<file path="src/rtl/core/ohrb_pkg.sv">
`default_nettype none
// ----------------------------------------------------------------------------
// Overwriting history ring buffer package
// Word types, operation codes and sizes shared by the ring buffer modules.
// ----------------------------------------------------------------------------
package ohrb_pkg;

  localparam int DEPTH  = 16;
  localparam int WIDTH  = 32;
  localparam int SLOT_W = $clog2(DEPTH);
  localparam int CNT_W  = $clog2(DEPTH + 1);

  typedef enum logic [1:0] {
    MODE_PUT   = 2'd0,
    MODE_READ  = 2'd1,
    MODE_FIRST = 2'd2,
    MODE_NEXT  = 2'd3
  } mode_t;

  localparam logic STATUS_OK        = 1'b0;
  localparam logic STATUS_NOT_FOUND = 1'b1;

  typedef struct packed {
    mode_t             mode;
    logic [WIDTH-1:0]  write_data;
    logic [SLOT_W-1:0] element_index;
    logic [SLOT_W-1:0] position_in;
  } in_word_t;

  typedef struct packed {
    logic [WIDTH-1:0]  read_data;
    logic              status;
    logic [SLOT_W-1:0] position_out;
  } out_word_t;

  typedef struct packed {
    logic op_put;
    logic op_read;
    logic op_first;
    logic op_next;
  } ohrb_cmd_t;

endpackage
`default_nettype wire

</file>
<file path="src/rtl/core/overwriting_history_ring_buffer.sv">
`default_nettype none
// ----------------------------------------------------------------------------
// Overwriting history ring buffer
// Keeps the last DEPTH words written and never refuses a put.
// ----------------------------------------------------------------------------
// A command is taken on a clock edge with start high and busy low. Its result
// appears on out_word in the next cycle, for exactly one cycle, with out_strobe
// high; the receiver cannot stall it. Every command costs one memory access,
// so a new command may follow in every cycle and results stream at one per
// cycle. Busy is high only in the first cycle after reset; the store reads as
// zero from reset on through a valid bit per slot, with no clearing pass.
// ----------------------------------------------------------------------------
module overwriting_history_ring_buffer
  import ohrb_pkg::*;
(
  input  wire logic     clk,
  input  wire logic     rst_n,
  input  wire logic     start,
  output logic          busy,
  input  wire in_word_t in_word,
  output logic          out_strobe,
  output out_word_t     out_word
);

  ohrb_cmd_t cmd;

  ohrb_ctrl u_ctrl (
    .clk        (clk),
    .rst_n      (rst_n),
    .start      (start),
    .mode       (in_word.mode),
    .busy       (busy),
    .out_strobe (out_strobe),
    .cmd        (cmd)
  );

  ohrb_datapath u_datapath (
    .clk      (clk),
    .rst_n    (rst_n),
    .cmd      (cmd),
    .in_word  (in_word),
    .out_word (out_word)
  );

endmodule
`default_nettype wire

</file>
<file path="src/rtl/core/ohrb_ctrl.sv">
`default_nettype none
// ----------------------------------------------------------------------------
// Ring buffer controller
// Accepts commands, decodes the mode into datapath operations and marks
// the cycle in which the result is presented.
// ----------------------------------------------------------------------------
module ohrb_ctrl
  import ohrb_pkg::*;
(
  input  wire logic  clk,
  input  wire logic  rst_n,
  input  wire logic  start,
  input  wire mode_t mode,
  output logic       busy,
  output logic       out_strobe,
  output ohrb_cmd_t  cmd
);

  typedef enum logic [2:0] {
    ST_INIT   = 3'b001,
    ST_IDLE   = 3'b010,
    ST_RESULT = 3'b100
  } state_t;

  state_t state_r;
  state_t state_nxt;
  logic   accept;

  assign busy       = (state_r == ST_INIT);
  assign accept     = start & ~busy;
  assign out_strobe = (state_r == ST_RESULT);

  always_comb begin
    unique case (state_r)
      ST_INIT:   state_nxt = ST_IDLE;
      ST_IDLE:   state_nxt = accept ? ST_RESULT : ST_IDLE;
      ST_RESULT: state_nxt = accept ? ST_RESULT : ST_IDLE;
      default:   state_nxt = ST_INIT;
    endcase
  end

  always_comb begin
    cmd = '0;
    if (accept) begin
      unique case (mode)
        MODE_PUT:   cmd.op_put   = 1'b1;
        MODE_READ:  cmd.op_read  = 1'b1;
        MODE_FIRST: cmd.op_first = 1'b1;
        MODE_NEXT:  cmd.op_next  = 1'b1;
        default:    cmd          = '0;
      endcase
    end
  end

  always_ff @(posedge clk) begin
    if (!rst_n) begin
      state_r <= ST_INIT;
    end else begin
      state_r <= state_nxt;
    end
  end

endmodule
`default_nettype wire

</file>
<file path="src/rtl/core/ohrb_datapath.sv">
`default_nettype none
// ----------------------------------------------------------------------------
// Ring buffer datapath
// Holds the store, the write slot and the fill count, and forms the result
// word of each operation in an output register.
// ----------------------------------------------------------------------------
module ohrb_datapath
  import ohrb_pkg::*;
(
  input  wire logic      clk,
  input  wire logic      rst_n,
  input  wire ohrb_cmd_t cmd,
  input  wire in_word_t  in_word,
  output out_word_t      out_word
);

  logic [WIDTH-1:0]  mem [DEPTH];
  logic [DEPTH-1:0]  valid_r;
  logic [SLOT_W-1:0] wslot_r;
  logic [CNT_W-1:0]  fill_r;

  logic [WIDTH-1:0]  rd_q_r;
  logic              rd_vld_r;
  logic              zero_r;
  logic              status_r;
  logic [SLOT_W-1:0] pos_r;

  logic              exec;
  logic              full;
  logic [SLOT_W-1:0] next_slot;
  logic [SLOT_W-1:0] rd_addr;
  logic              not_found;
  logic [SLOT_W-1:0] pos_nxt;

  assign exec      = cmd.op_put | cmd.op_read | cmd.op_first | cmd.op_next;
  assign full      = (fill_r == CNT_W'(DEPTH));
  assign next_slot = in_word.position_in + SLOT_W'(1);

  always_comb begin
    rd_addr   = '0;
    not_found = 1'b0;
    pos_nxt   = '0;
    if (cmd.op_read) begin
      rd_addr   = full ? (wslot_r + in_word.element_index) : in_word.element_index;
      not_found = ({1'b0, in_word.element_index} >= fill_r);
    end else if (cmd.op_first) begin
      rd_addr = full ? wslot_r : '0;
      pos_nxt = rd_addr;
    end else if (cmd.op_next) begin
      rd_addr   = next_slot;
      not_found = (next_slot == wslot_r);
      pos_nxt   = next_slot;
    end
  end

  always_ff @(posedge clk) begin
    if (cmd.op_put) begin
      mem[wslot_r] <= in_word.write_data;
    end
  end

  always_ff @(posedge clk) begin
    if (exec) begin
      rd_q_r   <= mem[rd_addr];
      rd_vld_r <= valid_r[rd_addr];
      zero_r   <= cmd.op_put | not_found;
      status_r <= not_found ? STATUS_NOT_FOUND : STATUS_OK;
      pos_r    <= pos_nxt;
    end
  end

  always_ff @(posedge clk) begin
    if (!rst_n) begin
      valid_r <= '0;
      wslot_r <= '0;
      fill_r  <= '0;
    end else if (cmd.op_put) begin
      valid_r[wslot_r] <= 1'b1;
      wslot_r          <= wslot_r + SLOT_W'(1);
      if (!full) begin
        fill_r <= fill_r + CNT_W'(1);
      end
    end
  end

  // Slots never written since reset read as zero.
  assign out_word.read_data    = (zero_r | ~rd_vld_r) ? '0 : rd_q_r;
  assign out_word.status       = status_r;
  assign out_word.position_out = pos_r;

endmodule
`default_nettype wire
</file>
<file path="config.mk">
export PLATFORM = sky130hd
export DESIGN_NAME = overwriting_history_ring_buffer
export DESIGN_NICKNAME = d
export VERILOG_FILES = /design/src/rtl/core/ohrb_pkg.sv /design/src/rtl/core/overwriting_history_ring_buffer.sv /design/src/rtl/core/ohrb_ctrl.sv /design/src/rtl/core/ohrb_datapath.sv
export SDC_FILE = /design/constraint.sdc
export NUM_CORES = 1
export LEC_CHECK = 0
export ABC_AREA = 0
export BUFFER_PORTS_ARGS = -buffer_cell sky130_fd_sc_hd__buf_2
export CAP_MARGIN = 20
export CORE_MARGIN = 10
export CORE_UTILIZATION = 30
export DETAILED_ROUTE_END_ITERATION = 7
export PLACE_DENSITY = 0.45
export SLEW_MARGIN = 20
export SYNTH_ARGS = -nofsm -noshare
export SYNTH_HDL_FRONTEND = slang
export SYNTH_SLANG_ARGS = --single-unit
</file>
<file path="constraint.sdc">
create_clock -name clk -period 8 [get_ports clk]
set_input_delay 0.8 -clock clk [delete_from_list [all_inputs] [get_ports clk]]
set_output_delay 0.8 -clock clk [all_outputs]
set_load 0.03 [all_outputs]
</file>
Yosys cells after proc, flatten, opt, wreduce, memory -nomap -nowiden
Memory sizes are Yosys's and may differ from the RTL's. A register that Yosys moved wholly into a read port is not among the register bits.
Index checks and enable logic that the tools add are counted.
{"block": "totals", "ff_bits": 35, "ram_bits": 512, "inputBits": 45, "output_inout_bits": 39, "memories": 1}
{"block": "classes", "addsub": 4, "n_lt_le_gt_ge": 4, "eq_ne": 8, "mux": 23, "n_bitwise": 10, "n_reduce_logical": 4}
{"name": "u_datapath.mem", "depth": 16, "word_bits": 32, "read_ports": 1, "rd_ports_with_merged_regs": 1, "write_ports": 1, "line_no": "ohrb_datapath.sv:17", "text": "logic [WIDTH-1:0] mem [DEPTH];"}
{"cell": "32-bit two-way mux", "count": 1}
{"cell": "4-bit two-way mux", "count": 6}
{"cell": "16-bit bitwise OR", "count": 1}
{"cell": "1-bit two-way mux", "count": 12}
{"cell": "4-bit by 5-bit less-than comparator with 1-bit output (second input constant)", "count": 2}
{"cell": "4-bit by 1-bit adder with 4-bit output (second input constant)", "count": 2}
{"cell": "3-bit one-hot mux with 2 select lines", "count": 1}
{"cell": "5-bit by 1-bit adder with 5-bit output (second input constant)", "count": 1}
{"cell": "5-bit equality test (second input constant)", "count": 1}
{"cell": "4-bit by 5-bit >= comparator with 1-bit output", "count": 1}
{"cell": "1-bit bitwise OR", "count": 5}
{"cell": "4-bit adder", "count": 1}
{"cell": "1-bit binary-select mux with 4-bit select", "count": 1}
{"cell": "1-bit demux with 4-bit select", "count": 1}
{"cell": "2-bit equality test (second input constant)", "count": 2}
{"cell": "4-bit equality test", "count": 1}
{"cell": "4-bit by 1-bit >= comparator with 1-bit output (second input constant)", "count": 1}
{"cell": "3-bit by 1-bit equality test with 1-bit output (second input constant)", "count": 1}
{"cell": "3-bit by 2-bit equality test with 1-bit output (second input constant)", "count": 1}
{"cell": "3-bit equality test (second input constant)", "count": 1}
{"cell": "3-bit two-way mux", "count": 1}
{"cell": "1-bit inverter", "count": 3}
{"cell": "2-bit by 1-bit equality test with 1-bit output (second input constant)", "count": 1}
{"cell": "2-bit zero test", "count": 1}
{"cell": "other kinds (4)", "count": 4}

Logic depth before layout (Yosys ltp)
{"block": "logic_depth", "ltp_word": 9, "depth_mapped": 12, "mapped_depth_nobuf": 10}

Cells and area by module
Synthesis repeated with hierarchy kept, for this count alone.
{"block": "hier_totals", "cells_unflattened": 1314, "area_unflattened_um2": 24051.8}
{"module": "ohrb_datapath", "n_inst": 1, "cells_each": 1297, "area_per_inst_um2": 23879.2}
{"module": "ohrb_ctrl", "n_inst": 1, "cells_each": 17, "area_per_inst_um2": 172.7}

Worst setup path after synthesis
Ideal clock, no wire load.
{"block": "synth_path", "path_type": "in2reg", "from": "input start", "to": "memory u_datapath.mem[2][0] (enable)", "setup_ps": 463, "arrival_time_ps": 4827, "setup_slack_ps": 2709, "stages": 5, "n_path_buf": 1, "path_cell_list": "and2_1 -> nor3b_1 -> buf_2 -> nand2_1 -> nor3_1"}
{"block": "synth_between", "elab_chain_len": 4}
{"item": "start: declaration", "line_no": "overwriting_history_ring_buffer.sv:18", "text": "input wire logic start,"}
{"item": "1-bit AND", "line_no": "ohrb_ctrl.sv:30", "text": "assign accept = start & ~busy;"}
{"item": "4-bit two-way mux", "line_no": "ohrb_ctrl.sv:44", "text": "if (accept) begin"}
{"item": "1-bit two-way mux", "line_no": "ohrb_datapath.sv:57", "text": "if (cmd.op_put) begin"}
{"item": "1-bit two-way mux (implied by the code)", "line_no": "ohrb_datapath.sv:58", "text": "mem[wslot_r] <= in_word.write_data;"}
{"item": "end: declaration", "line_no": "ohrb_datapath.sv:17"}
Every way passes these cells.

Worst setup path after layout
{"block": "layout_path", "from": "register u_ctrl.state_r[0]", "to": "memory u_datapath.mem[1][18] (enable)"}
{"block": "layout_between", "elab_chain_len": 6}
{"item": "start: declaration", "line_no": "ohrb_ctrl.sv:25", "text": "state_t state_r;"}
{"item": "start signal: assignment", "line_no": "ohrb_ctrl.sv:59", "text": "state_r <= state_nxt;"}
{"item": "3-bit by 1-bit equality test with 1-bit output", "line_no": "ohrb_ctrl.sv:29", "text": "assign busy = (state_r == ST_INIT);"}
{"item": "1-bit inverter", "line_no": "ohrb_ctrl.sv:30"}
{"item": "1-bit AND", "line_no": "ohrb_ctrl.sv:30"}
{"item": "4-bit two-way mux", "line_no": "ohrb_ctrl.sv:44"}
{"item": "1-bit two-way mux", "line_no": "ohrb_datapath.sv:57"}
{"item": "1-bit two-way mux (implied by the code)", "line_no": "ohrb_datapath.sv:58"}
Every way passes these cells.

==> reports/metrics.csv <==
stage,metric,value,unit
worst_setup_path,crit_slowest_cell,nor3_2,
clocking,cts_tree,done,
worst_setup_path,path_common_cell,buf_4,
place,hpwl,30.51,mm
synthesis,ys_seq_area_frac,0.7428,
clocking,htree_num_levels,3,
routing,drtIter0Drc,944,
power_and_ir_drop,seqPwrFrac,0.493,
power_and_ir_drop,pwr-share-clk,0.432,
worst_setup_path,path_buf_inv,3,
floorplan,die-area,88240,sq um
outcome,status,finished clean,
synthesis,yosys_warnings,0,
place,placed_area,24520,sq um
timing,rsz0062_at_grt,no,
grt,grt_max_degree,163,
clocking,cts_made_buffers,67,
floorplan,coreArea,76080,sq um
timing,clock.fmax,265.1,MHz
synthesis,avgSynthCellArea,14.08,sq um
routing,first_pass_iters,5,
worst_setup_path,startpoint_type,flip-flop,
power_and_ir_drop,power.internal,5317,uW
grt,grt_use_total,0.1356,
layout,area_delta_synth_final,15.81,%
clocking,worstSkewPairLatency,600,ps
timing,maxSlewHeadroom,0.4168,
clocking,cts.root.buffer_cell,clkbuf_16,
power_and_ir_drop,power.leakage,0.009009,uW
place,io_buffers,83,
worst_setup_path,crit_required,8230,ps
power_and_ir_drop,cellPowerDensity,258.8,nW/um^2
worst_setup_path,max_stage_delay,670,ps
layout,fin_nets,1767,
worst_setup_path,ff2ff_setup_slack,4230,ps
worst_setup_path,criticalPathCategory,flip-flop to flip-flop,
clocking,hold_buffers,0,
layout,stdcell_area,26670,sq um
clocking,post_cts_resized,0,
synthesis,netlist_area,23030,sq um
floorplan,start_util,0.3027,
run,max-cap-violations,0,
synthesis,synth_edf_count,551,
grt,grt-ovfl-total,0,
timing,post-route-min-period,3772,ps
worst_setup_path,crit_cells,8,
routing,wl_per_cell,21.93,um
routing,vias,13710,
worst_hold_path,hold_class,flip-flop to flip-flop,
timing,slew_viol_final,0,
clocking,clk_pin_slew,60,ps
routing,ant_nets,0,
clocking,post_cts_buffers,0,
timing,worstMarginPinSlew,874.8,ps
worst_setup_path,rr_endpoint,u_datapath.mem[1][18],
worst_setup_path,critPathArrivalTime,4000,ps
floorplan,die_width,297.1,um
power_and_ir_drop,swShare,0.2296,
worst_setup_path,crit_family,simple AND/OR/NAND/NOR gates,
routing,avgViaCountPerCell,4.920,
timing,finalHoldViolations,0,
synthesis,async_reset_ff_frac,0,
synthesis,syn_inst,1635,
worst_setup_path,r2r_cells,8,
synthesis,ys_ff_latch,579,
clocking,cts.sinks,579,
worst_setup_path,crit_chain,"or3b_4, and2_2, buf_4, nor3b_1, buf_4, nand2_1, nor3_2, buf_4",
grt,grt_pass1_vias,13700,
power_and_ir_drop,vdd_ir_drop_max,0.1328,mV
synthesis,synth_cell_types,53,
layout,final_layout_size_suffix_gt1_frac,0.1368,
timing,skew,27.70,ps
power_and_ir_drop,p_switching,1585,uW
timing,setup-tns-final,0,ps
clocking,clockBufferDepth,3,
floorplan,fp.dieH,297.1,um
timing,setup_violations,0,
floorplan,num_rows,101,
power_and_ir_drop,p_comb_frac,0.075,
worst_setup_path,cp_max_fo,41,
routing,wl,61.12,mm
worst_setup_path,r2r-start,u_ctrl.state_r[0],
worst_setup_path,crit_path_end_kind,flip-flop,
synthesis,synth.net_count,1695,
routing,drc,0,
worst_setup_path,crit_start,u_ctrl.state_r[0],
worst_hold_path,hp-start,u_datapath.valid_r[11],
grt,antenna_found_initial,4,
timing,fin_crit_sh,0.4715,
floorplan,pin_count,84,
place,gp_congestion,0.7011,
synthesis,synthFlopType,edfxtp_1,
worst_setup_path,crit_path_end,u_datapath.mem[1][18],
grt,grt_pass1_wl,91.36,mm
==> cell type report <==
type	instances	area, sq um
multi-input cells	935	5388
clock inverters	33	336.6
clock buffers	83	1799
flip-flops and latches	579	17110
diodes	3	7.507
fillers	7443	49410
well taps	1030	1289
inverters	10	37.54
repair buffers	114	705.7
==> power groups by stage <==
| stage | Clock [uW] | Sequential, uW | Combinational, uW |
|---|---|---|---|
| 2_1_floorplan | 0 | 3460 | 342 |
| 3_3_place_gp | 0 | 3460 | 528 |
| 3_5_place_dp | 0 | 3460 | 534 |
| 4_1_cts | 3080 | 3400 | 535 |
| 5_1_grt | 3180 | 3400 | 583 |
| 6_report | 2980 | 3400 | 521 |
==> how the worst min path moves through the flow <==
stage | to | slack (ps) | cells after the start
6_report | u_datapath.valid_r[11] | 460 | 1
3_3_place_gp | u_datapath.valid_r[11] | 450 | 1
2_1_floorplan | u_datapath.valid_r[0] | 440 | 1
5_1_grt | u_datapath.valid_r[6] | 480 | 1
4_1_cts | u_ctrl.state_r[2] | 450 | 3
3_5_place_dp | u_datapath.valid_r[6] | 450 | 1
==> sequential cells by signal, indices dropped and copies added, names as in the netlist <==
register and flops:
u_datapath.wslot_r 4, u_ctrl.state_r 3, u_datapath.status_r 1, u_datapath.rd_q_r 32
u_datapath.valid_r 16, u_datapath.pos_r 4, u_datapath.fill_r 5, u_datapath.mem 512
u_datapath.rd_vld_r 1, u_datapath.zero_r 1
==> placed cells by master (no fill, tap or decap), types with 5 or more instances in the layout <==
cell type and n:
o21a_1 16, nor2_4 12, buf_4 25, a21oi_1 136
dfxtp_1 28, buf_2 83, a32oi_1 132, clkbuf_1 12
clkinv_1 12, xnor2_1 11, clkbuf_16 69, ha_1 14
clkinv_2 9, bufinv_16 6, a22oi_1 66, and2_1 40
xor2_1 5, nand4_1 5, edfxtp_1 551, inv_1 9
nand2_1 442
==> synth_stat cells (all sizes together) (7+ instances only) <==
library cell,number,area [sq um]
edfxtp,551,16550
nand2,442,1659
a21oi,138,698.2
a32oi,132,1156
buf,98,610.6
a22oi,66,495.5
and2,41,256.5
dfxtp,28,560.5
nor2,16,60.06
o21a,16,120.1
ha,14,175.2
clkbuf,13,48.80
xnor2,11,96.34
inv,10,37.53
nor3,7,57.55
==> through the flow <==
| step | total power (uW) | cells | utilization | setup slack [ps] | hold slack, ps |
|---|---|---|---|---|---|
| 6_report | 6901 | 2787 | 0.3506 | 4228 | 462.7 |
| 5_1_grt | 7171 | 2784 | 0.3505 | 3828 | 478.0 |
| 4_1_cts | 7014 | 2784 | 0.3504 | 4091 | 454.4 |
| 3_5_place_dp | 3997 | 2668 | 0.3223 | 3757 | 452.8 |
| 3_3_place_gp | 3992 | 2668 | 0.3223 | 3787 | 447.1 |
| 2_1_floorplan | 3800 | 1635 | - | 2709 | 440.6 |
==> cell families (layout without fill, tap and decap cells) <==
group | after synthesis | in the layout | synth area share
and+or+nand+nor | 533 | 533 | 0.09769
other | 0 | 3 | 0
adders and majority gates | 15 | 15 | 0.008476
xor gates and xnor gates | 16 | 16 | 0.006085
DFF | 579 | 579 | 0.7428
muxes | 4 | 4 | 0.001739
buffers and inverters | 121 | 240 | 0.03026
AOI/OAI and AO/OA | 367 | 367 | 0.1129
==> per-layer routing <==
metal  routed length, um  global-route usage
met1               27520              0.1815
met2               29860              0.2258
met3                2650             0.02022
met4                1092             0.03875
met5                   0                   0
(Power assumes the default switching activity.)
